==> src/hw/rtl/skf_pkg.sv <==
// ----------------------------------------------------------------------------
// skf_pkg: shared types and constants for the scalar kalman filter
// fixed-point widths, register map codes, reset values and serial step counts
// ----------------------------------------------------------------------------
package skf_pkg;

    localparam int Q_W    = 32;
    localparam int K_W    = 17;
    localparam int ADDR_W = 4;
    localparam int CNT_W  = 5;

    typedef logic [Q_W-1:0]    t_word;
    typedef logic [K_W-1:0]    t_gain;
    typedef logic [ADDR_W-1:0] t_addr;
    typedef logic [CNT_W-1:0]  t_cnt;

    localparam t_gain K_ONE     = 17'h1_0000;
    localparam t_cnt  LAST_STEP = CNT_W'(K_W - 1);

    localparam logic [1:0] REG_PROCESS_NOISE     = 2'd0;
    localparam logic [1:0] REG_MEASUREMENT_NOISE = 2'd1;
    localparam logic [1:0] REG_DRIFT_PER_STEP    = 2'd2;

    localparam t_word RST_PROCESS_NOISE     = 32'd655;
    localparam t_word RST_MEASUREMENT_NOISE = 32'd65536;
    localparam t_word RST_DRIFT_PER_STEP    = 32'd0;

endpackage

==> src/hw/rtl/skf_div.sv <==
// ----------------------------------------------------------------------------
// skf_div: serial restoring divider for the gain
// one quotient bit per cycle, gives floor(num * 2^16 / den) for num <= den
// ----------------------------------------------------------------------------
module skf_div (
    input  logic              i_clk,
    input  logic              i_rst_n,
    input  logic              i_start,
    input  skf_pkg::t_word    i_num,
    input  logic [skf_pkg::Q_W:0] i_den,
    output logic              o_done,
    output skf_pkg::t_gain    o_quot
);
    import skf_pkg::*;

    logic             r_busy;
    logic             r_done;
    t_cnt             r_cnt;
    logic [Q_W+1:0]   r_rem;
    logic [Q_W:0]     r_den;
    t_gain            r_quot;

    logic             ge;
    logic [Q_W+1:0]   rem_sub;

    always_comb begin
        ge      = (r_rem >= {1'b0, r_den});
        rem_sub = ge ? (r_rem - {1'b0, r_den}) : r_rem;
    end

    always_ff @(posedge i_clk) begin
        if (!i_rst_n) begin
            r_busy <= 1'b0;
            r_done <= 1'b0;
            r_cnt  <= '0;
        end else begin
            r_done <= 1'b0;
            if (i_start) begin
                r_busy <= 1'b1;
                r_cnt  <= '0;
            end else if (r_busy) begin
                r_cnt <= r_cnt + 1'b1;
                if (r_cnt == LAST_STEP) begin
                    r_busy <= 1'b0;
                    r_done <= 1'b1;
                end
            end
        end
    end

    always_ff @(posedge i_clk) begin
        if (i_start) begin
            r_rem  <= {2'b00, i_num};
            r_den  <= i_den;
            r_quot <= '0;
        end else if (r_busy) begin
            r_rem  <= {rem_sub[Q_W:0], 1'b0};
            r_quot <= {r_quot[K_W-2:0], ge};
        end
    end

    assign o_done = r_done;
    assign o_quot = r_quot;

endmodule

==> src/hw/rtl/skf_mul.sv <==
// ----------------------------------------------------------------------------
// skf_mul: serial shift-add multiplier with a 2^-16 scale
// multiplier bits taken lsb first, gives floor(a * m / 2^16) for 17-bit m
// ----------------------------------------------------------------------------
module skf_mul #(
    parameter int A_W = 33
) (
    input  logic                  i_clk,
    input  logic                  i_rst_n,
    input  logic                  i_start,
    input  logic signed [A_W-1:0] i_a,
    input  skf_pkg::t_gain        i_m,
    output logic                  o_done,
    output logic signed [A_W:0]   o_prod
);
    import skf_pkg::*;

    logic                  r_busy;
    logic                  r_done;
    t_cnt                  r_cnt;
    logic signed [A_W-1:0] r_a;
    t_gain                 r_m;
    logic signed [A_W:0]   r_acc;

    logic signed [A_W:0]   addend;
    logic signed [A_W:0]   sum;

    always_comb begin
        addend = r_m[0] ? (A_W+1)'(r_a) : '0;
        sum    = r_acc + addend;
    end

    always_ff @(posedge i_clk) begin
        if (!i_rst_n) begin
            r_busy <= 1'b0;
            r_done <= 1'b0;
            r_cnt  <= '0;
        end else begin
            r_done <= 1'b0;
            if (i_start) begin
                r_busy <= 1'b1;
                r_cnt  <= '0;
            end else if (r_busy) begin
                r_cnt <= r_cnt + 1'b1;
                if (r_cnt == LAST_STEP) begin
                    r_busy <= 1'b0;
                    r_done <= 1'b1;
                end
            end
        end
    end

    // floor of each halving composes into floor of the whole scaled product
    always_ff @(posedge i_clk) begin
        if (i_start) begin
            r_a   <= i_a;
            r_m   <= i_m;
            r_acc <= '0;
        end else if (r_busy) begin
            r_m <= r_m >> 1;
            if (r_cnt == LAST_STEP) begin
                r_acc <= sum;
            end else begin
                r_acc <= sum >>> 1;
            end
        end
    end

    assign o_done = r_done;
    assign o_prod = r_acc;

endmodule

==> src/hw/rtl/scalar_kalman_filter.sv <==
// ----------------------------------------------------------------------------
// scalar_kalman_filter: one-dimensional kalman filter in fixed point
// predict, serial gain division, serial correction of estimate and covariance
// a taken sample passes the predict, divide, multiply and finish states in turn;
// no new sample is taken until it is through; the divide state runs the 17-step serial divider,
// the multiply state the two 17-step serial multipliers working side by side
// a result may wait in the output register while the next sample is taken
// reset: synchronous active low, clears state to zero and registers to defaults
// ----------------------------------------------------------------------------
module scalar_kalman_filter #(
    parameter int SAMPLE_WIDTH = 16
) (
    input  logic                           i_clk,
    input  logic                           i_rst_n,
    input  logic                           psel,
    input  logic                           penable,
    input  logic                           pwrite,
    input  skf_pkg::t_addr                 paddr,
    input  skf_pkg::t_word                 pwdata,
    output skf_pkg::t_word                 prdata,
    output logic                           pready,
    input  logic                           i_in_valid,
    output logic                           o_in_stall,
    input  logic signed [SAMPLE_WIDTH-1:0] i_sample,
    output logic                           o_out_valid,
    input  logic                           i_out_stall,
    output logic signed [SAMPLE_WIDTH-1:0] o_estimate,
    output skf_pkg::t_gain                 o_gain
);
    import skf_pkg::*;

    localparam int MW = (SAMPLE_WIDTH + 8 > Q_W) ? SAMPLE_WIDTH + 8 : Q_W;
    localparam int DW = MW + 1;
    localparam int PW = DW + 1;

    localparam logic [2:0] S_IDLE = 3'd0;
    localparam logic [2:0] S_PRED = 3'd1;
    localparam logic [2:0] S_DIV  = 3'd2;
    localparam logic [2:0] S_MUL  = 3'd3;
    localparam logic [2:0] S_FIN  = 3'd4;

    localparam logic signed [PW:0] XMAX = (PW+1)'(64'sh7FFF_FFFF);
    localparam logic signed [PW:0] XMIN = (PW+1)'(-64'sh8000_0000);
    localparam logic signed [32:0] SMAX = (33'sd1 <<< (SAMPLE_WIDTH - 1)) - 33'sd1;
    localparam logic signed [32:0] SMIN = -(33'sd1 <<< (SAMPLE_WIDTH - 1));

    logic [2:0]                    r_state;
    t_word                         r_q;
    t_word                         r_r;
    t_word                         r_u;
    logic signed [Q_W-1:0]         r_x_last;
    t_word                         r_p_last;
    logic signed [SAMPLE_WIDTH-1:0] r_sample;
    logic signed [Q_W-1:0]         r_x_mid;
    t_word                         r_p_mid;
    t_gain                         r_k;
    logic                          r_div_start;
    logic                          r_mul_start;
    logic                          r_out_valid;
    logic signed [SAMPLE_WIDTH-1:0] r_est;
    t_gain                         r_gain;

    logic                          cfg_wr;
    logic                          in_take;
    logic                          out_free;
    logic signed [Q_W:0]           x_pred_sum;
    logic signed [Q_W-1:0]         x_pred;
    logic [Q_W:0]                  p_pred_sum;
    t_word                         p_pred;
    logic [Q_W:0]                  div_den;
    logic signed [DW-1:0]          meas;
    logic signed [DW-1:0]          diff;
    t_gain                         m_cov;
    logic                          div_done;
    t_gain                         div_quot;
    logic                          corr_done;
    logic signed [PW-1:0]          corr;
    logic                          cov_done;
    logic signed [Q_W+1:0]         p_prod;
    logic signed [PW:0]            x_sum;
    logic signed [Q_W-1:0]         x_now;
    logic signed [32:0]            est_full;
    logic signed [32:0]            est_sat;

    // configuration port
    assign pready = 1'b1;
    assign cfg_wr = psel & penable & pwrite;

    always_comb begin
        unique case (paddr[3:2])
            REG_PROCESS_NOISE:     prdata = r_q;
            REG_MEASUREMENT_NOISE: prdata = r_r;
            REG_DRIFT_PER_STEP:    prdata = r_u;
            default:               prdata = '0;
        endcase
    end

    always_ff @(posedge i_clk) begin
        if (!i_rst_n) begin
            r_q <= RST_PROCESS_NOISE;
            r_r <= RST_MEASUREMENT_NOISE;
            r_u <= RST_DRIFT_PER_STEP;
        end else if (cfg_wr) begin
            unique case (paddr[3:2])
                REG_PROCESS_NOISE:     r_q <= pwdata;
                REG_MEASUREMENT_NOISE: r_r <= pwdata;
                REG_DRIFT_PER_STEP:    r_u <= pwdata;
                default: ;
            endcase
        end
    end

    // prediction
    always_comb begin
        x_pred_sum = {r_x_last[Q_W-1], r_x_last} + $signed({r_u[Q_W-1], r_u});
        if (x_pred_sum[Q_W] != x_pred_sum[Q_W-1]) begin
            x_pred = x_pred_sum[Q_W] ? {1'b1, {(Q_W-1){1'b0}}} : {1'b0, {(Q_W-1){1'b1}}};
        end else begin
            x_pred = x_pred_sum[Q_W-1:0];
        end
        p_pred_sum = {1'b0, r_p_last} + {1'b0, r_q};
        p_pred     = p_pred_sum[Q_W] ? '1 : p_pred_sum[Q_W-1:0];
    end

    // gain and correction operands
    always_comb begin
        div_den = {1'b0, r_p_mid} + {1'b0, r_r};
        meas    = DW'(r_sample) <<< 8;
        diff    = meas - DW'(r_x_mid);
        m_cov   = K_ONE - r_k;
    end

    skf_div u_div (
        .i_clk   (i_clk),
        .i_rst_n (i_rst_n),
        .i_start (r_div_start),
        .i_num   (r_p_mid),
        .i_den   (div_den),
        .o_done  (div_done),
        .o_quot  (div_quot)
    );

    skf_mul #(.A_W(DW)) u_mul_corr (
        .i_clk   (i_clk),
        .i_rst_n (i_rst_n),
        .i_start (r_mul_start),
        .i_a     (diff),
        .i_m     (r_k),
        .o_done  (corr_done),
        .o_prod  (corr)
    );

    skf_mul #(.A_W(Q_W + 1)) u_mul_cov (
        .i_clk   (i_clk),
        .i_rst_n (i_rst_n),
        .i_start (r_mul_start),
        .i_a     ($signed({1'b0, r_p_mid})),
        .i_m     (m_cov),
        .o_done  (cov_done),
        .o_prod  (p_prod)
    );

    // correction and output scaling
    always_comb begin
        x_sum = (PW+1)'(r_x_mid) + (PW+1)'(corr);
        if (x_sum > XMAX) begin
            x_now = {1'b0, {(Q_W-1){1'b1}}};
        end else if (x_sum < XMIN) begin
            x_now = {1'b1, {(Q_W-1){1'b0}}};
        end else begin
            x_now = x_sum[Q_W-1:0];
        end
        est_full = 33'(r_x_last) >>> 8;
        if (est_full > SMAX) begin
            est_sat = SMAX;
        end else if (est_full < SMIN) begin
            est_sat = SMIN;
        end else begin
            est_sat = est_full;
        end
    end

    assign in_take  = i_in_valid & (r_state == S_IDLE);
    assign out_free = !r_out_valid || !i_out_stall;

    always_ff @(posedge i_clk) begin
        if (!i_rst_n) begin
            r_state     <= S_IDLE;
            r_div_start <= 1'b0;
            r_mul_start <= 1'b0;
            r_out_valid <= 1'b0;
            r_x_last    <= '0;
            r_p_last    <= '0;
        end else begin
            r_div_start <= 1'b0;
            r_mul_start <= 1'b0;
            if (r_out_valid && !i_out_stall) begin
                r_out_valid <= 1'b0;
            end
            unique case (r_state)
                S_IDLE: begin
                    if (in_take) begin
                        r_state <= S_PRED;
                    end
                end
                S_PRED: begin
                    r_div_start <= 1'b1;
                    r_state     <= S_DIV;
                end
                S_DIV: begin
                    if (div_done) begin
                        r_mul_start <= 1'b1;
                        r_state     <= S_MUL;
                    end
                end
                S_MUL: begin
                    if (corr_done && cov_done) begin
                        r_x_last <= x_now;
                        r_p_last <= p_prod[Q_W-1:0];
                        r_state  <= S_FIN;
                    end
                end
                S_FIN: begin
                    if (out_free) begin
                        r_out_valid <= 1'b1;
                        r_state     <= S_IDLE;
                    end
                end
                default: r_state <= S_IDLE;
            endcase
        end
    end

    always_ff @(posedge i_clk) begin
        if (in_take) begin
            r_sample <= i_sample;
        end
        if (r_state == S_PRED) begin
            r_x_mid <= x_pred;
            r_p_mid <= p_pred;
        end
        // zero denominator gives zero gain
        if (r_state == S_DIV && div_done) begin
            r_k <= (div_den == '0) ? '0 : div_quot;
        end
        if (r_state == S_FIN && out_free) begin
            r_est  <= est_sat[SAMPLE_WIDTH-1:0];
            r_gain <= r_k;
        end
    end

    assign o_in_stall  = (r_state != S_IDLE);
    assign o_out_valid = r_out_valid;
    assign o_estimate  = r_est;
    assign o_gain      = r_gain;

endmodule

==> config.mk <==
export PLATFORM = sky130hd
export DESIGN_NAME = scalar_kalman_filter
export DESIGN_NICKNAME = d
export VERILOG_FILES = /design/src/hw/rtl/skf_pkg.sv /design/src/hw/rtl/skf_div.sv /design/src/hw/rtl/skf_mul.sv /design/src/hw/rtl/scalar_kalman_filter.sv
export SDC_FILE = /design/constraint.sdc
export NUM_CORES = 2
export LEC_CHECK = 0
export BUFFER_PORTS_ARGS = -buffer_cell sky130_fd_sc_hd__buf_2
export CAP_MARGIN = 20
export CORE_MARGIN = 2
export CORE_UTILIZATION = 63
export CTS_BUF_LIST = sky130_fd_sc_hd__clkbuf_8
export DETAILED_ROUTE_END_ITERATION = 10
export HOLD_SLACK_MARGIN = 0.02
export PLACE_DENSITY = 0.81
export SYNTH_ARGS = -nofsm -noshare
export SYNTH_HDL_FRONTEND = slang
export SYNTH_SLANG_ARGS = --single-unit
==> constraint.sdc <==
create_clock -name i_clk -period 4.05 [get_ports i_clk]
set_input_delay 0.2025 -clock i_clk [delete_from_list [all_inputs] [get_ports i_clk]]
set_output_delay 0.2025 -clock i_clk [all_outputs]
set_load 0.03 [all_outputs]
==> key figures <==
Run status
  • Outcome: complete, no violations

Worst hold path
  • Worst min path class: input pin to register

Routing
  • Sum of routed wire length over all layers: a little under 100 mm
  • First-pass iteration count of the detailed router: 5
  • Vias: between 30000 and 40000
  • Ratio of routed vias to standard cells: approximately 6
  • Post-DR wirelength/cell: ~20 um
  • Detailed Route Iter0 Violations: just under 3000
  • Post-DRT Antenna Nets: 0
  • Final routed DRC violation total: 0

Global route
  • Number of antenna violations at the first check in global routing: 1
  • Maximum number of pins on one net before global-route repair: around 110
  • Total congestion overflow after global routing: 0
  • All-Layer GR Usage: 0.324
  • First-pass GRT wire length: 151 mm
  • Vias in the first global route: roughly 28000

Synth
  • Count of flip-flops with a built-in enable after synthesis: a little under 300
  • Post-synth design cell area: 35700 um2
  • Library cells used by synthesis: approximately 100
  • Count of synthesis-stage warnings from yosys: 0
  • Sequential fraction of the synthesis area: 0.401
  • Post-synthesis sequential element count: approximately 570
  • Fraction of synthesis flops using an asynchronous set or reset pin: 0
  • Cells after synthesis: roughly 3900
  • Synthesized Nets: about 4300
  • Predominant post-synthesis flop cell: edfxtp_1
  • Post-synthesis average cell area: about 9.1 um2

CTS
  • H-tree lvl count: 3
  • Insertion delay of the later-clocked pin in the worst-skew pair: a little over 700 ps
  • Number of CTS-inserted buffers: between 90 and 100
  • Cell at the root of the clock tree: clkbuf_8
  • TritonCTS sink count: approximately 570
  • Reg clk slew, reported paths: around 60 ps
  • Max Buffers Root-to-Sink: 3
  • Clock tree from TritonCTS: built

Finish
  • Count of filler cells inserted in the layout: about 4400
  • Final-stage net count: 4415
  • Final core utilization: 0.703
  • Synth-to-Final Area Change: 10.8%
  • Commonest cells after routing, fill and taps aside: nand2_1, edfxtp_1, a21oi_1
  • Most common cell after layout, fill and taps aside: nand2_1
  • Share of final-layout standard cells stronger than drive strength 1: 0.110

Timing
  • Worst Max-Slew Pin Slew: 1040 ps
  • Setup repair after global routing missed its margin: false
  • Layout Skew: around 55 ps
  • Relative slew slack: 0.303
  • Hold Vio Cnt, Final: 0
  • Setup TNS: 0 ps
  • Fraction of the cycle the final worst path needs: 0.973
  • Setup-violating endpoint count in the final report: 0
  • Highest attainable clock frequency: 254 MHz
  • Period minus WS final: between 3000 and 4000 ps
  • Final Max Tran Viols: 0

Job
  • Number of violations of the max-capacitance limit: 0

Placed design
  • HPWL Detailed: about 71 mm
  • Number of buffer cells added on primary ports: about 120
  • RePlAce Congestion: around 1

Power and ir drop
  • PwrDens: roughly 380 nW/um2
  • Peak supply drop: slightly below 0.3 mV
  • Static Leak: between 15 and 20 nW

Floorplan
  • Chip Width: about 240 um
  • I/O pins: 127
  • Initial Utilization: 0.635
  • DIE AREA: about 59000 um2
  • Chip height: 242 um
  • Number of standard-cell rows in the floorplan: a little under 90
  • Core area: 56300 um2

Setup path
  • Crit. End Element: register
  • End of the worst register-to-register path: r_k[0]
  • Cell depth of the worst flop-to-flop path: 13
  • Startpoint types: register
  • Launching point of the worst reg2reg path: r_r[0]
  • Worst setup path category: register to register
  • Worst setup path startpoint: r_r[0]
  • Worst-case register-to-register setup slack: between 100 and 150 ps
  • CP max FO: 17
  • Critical path required time: 4470 ps
  • Arrival time of data at the critical path endpoint: between 4000 and 5000 ps
  • End point of the critical path: r_k[0]
## cells in the mapped netlist (all sizes together) (102+ instances only)
cell type,instances,area [um2]
o21ai,240,1210
ha,260,3250
a21o,102,766
inv,171,642
nor2,271,1020
clkbuf,132,495
a21oi,285,1440
edfxtp,294,8830
dfxtp,274,5490
nand2,585,2200
a21boi,145,1090
xnor2,135,1210
## per-layer routing
| metal | part of all wire | track usage |
|---|---|---|
| met4 | 0.040 | 0.125 |
| met3 | 0.094 | 0.0616 |
| met5 | 0 | 0 |
| met1 | 0.43 | 0.452 |
| met2 | 0.44 | 0.499 |
## repair_timing
action	CTS	global route
pin swaps	0	1
buffers inserted	0	1
resized for setup	1	4
endpoints found under the setup margin	1	8
hold buffers	52	0
endpoints found under the hold margin	115	0
## power by group
part / internal, W / switching [W]
clock: 0.00256 / 0.00244
combinational: 0.00131 / 0.00191
sequential: 0.00635 / 0.000279
## cell type report
type	count	area, um2	share of cell area
flip-flops and latches	568	14300	0.362
diodes	1	2.50	0.0000632
repair buffers	231	1670	0.0422
clock inverters	68	334	0.00844
inverters	171	642	0.0162
well taps	756	946	0.0239
multi-input cells	3022	20200	0.509
clock buffers	110	1510	0.0382
## state kept, by name (all words and copies together) (netlist names), 32 cells and up
| register | cells |
|---|---|
| r_u | 32 |
| r_p_mid | 32 |
| u_div.r_rem | 34 |
| r_x_last | 32 |
| r_q | 32 |
| u_mul_cov.r_a | 32 |
| r_r | 32 |
| r_x_mid | 32 |
| u_mul_corr.o_prod | 34 |
| u_mul_corr.r_a | 33 |
| u_div.r_den | 33 |
| r_p_last | 32 |
| u_mul_cov.o_prod | 34 |
## kinds of logic after synthesis
group / synth area share
xor+xnor: 0.0585
mux: 0.0319
compound gates: 0.202
buf+inv: 0.0383
simple gates: 0.164
fa+ha+maj: 0.105
flops: 0.401
other cells: 0.000105
## worst min path at each step
stage                       startpoint           end  slack (ps)  cells past startpoint
after detailed placement   i_sample[3]   r_sample[3]         380                      1
after global placement    i_sample[13]  r_sample[13]         380                      1
after CTS                      penable       r_u[31]         100                      5
final                          penable       r_u[31]         130                      5
after global routing           penable        r_u[8]         170                      5
after floorplan            i_sample[0]   r_sample[0]         300                      0
## worst max-delay path, cell delays in order, from the launching register on
cell       delay [ps]
dfxtp_1           440
ha_1              210
inv_1              60
fa_1              480
inv_1              50
or4_1             520
a2111oi_1         440
nor4bb_1          320
buf_4             160
nand4b_1           80
nor4_1            320
and4b_1           310
buf_12            160
a21boi_0           90
## metrics by stage
stage | instances | hold slack, ps | instance area [um2] | power, W | worst slack, ps
after floorplan | 3933 | 301 | 35700 | 0.00899 | 352
after global placement | 4693 | 378 | 37200 | 0.00977 | 26.0
after detailed placement | 4694 | 381 | 37200 | 0.00982 | 18.8
after CTS | 4924 | 100 | 39600 | 0.0148 | 60.3
after global routing | 4927 | 169 | 39600 | 0.0155 | 9.31
final | 4927 | 128 | 39600 | 0.0148 | 111
Power figures use the tool's default switching activity.
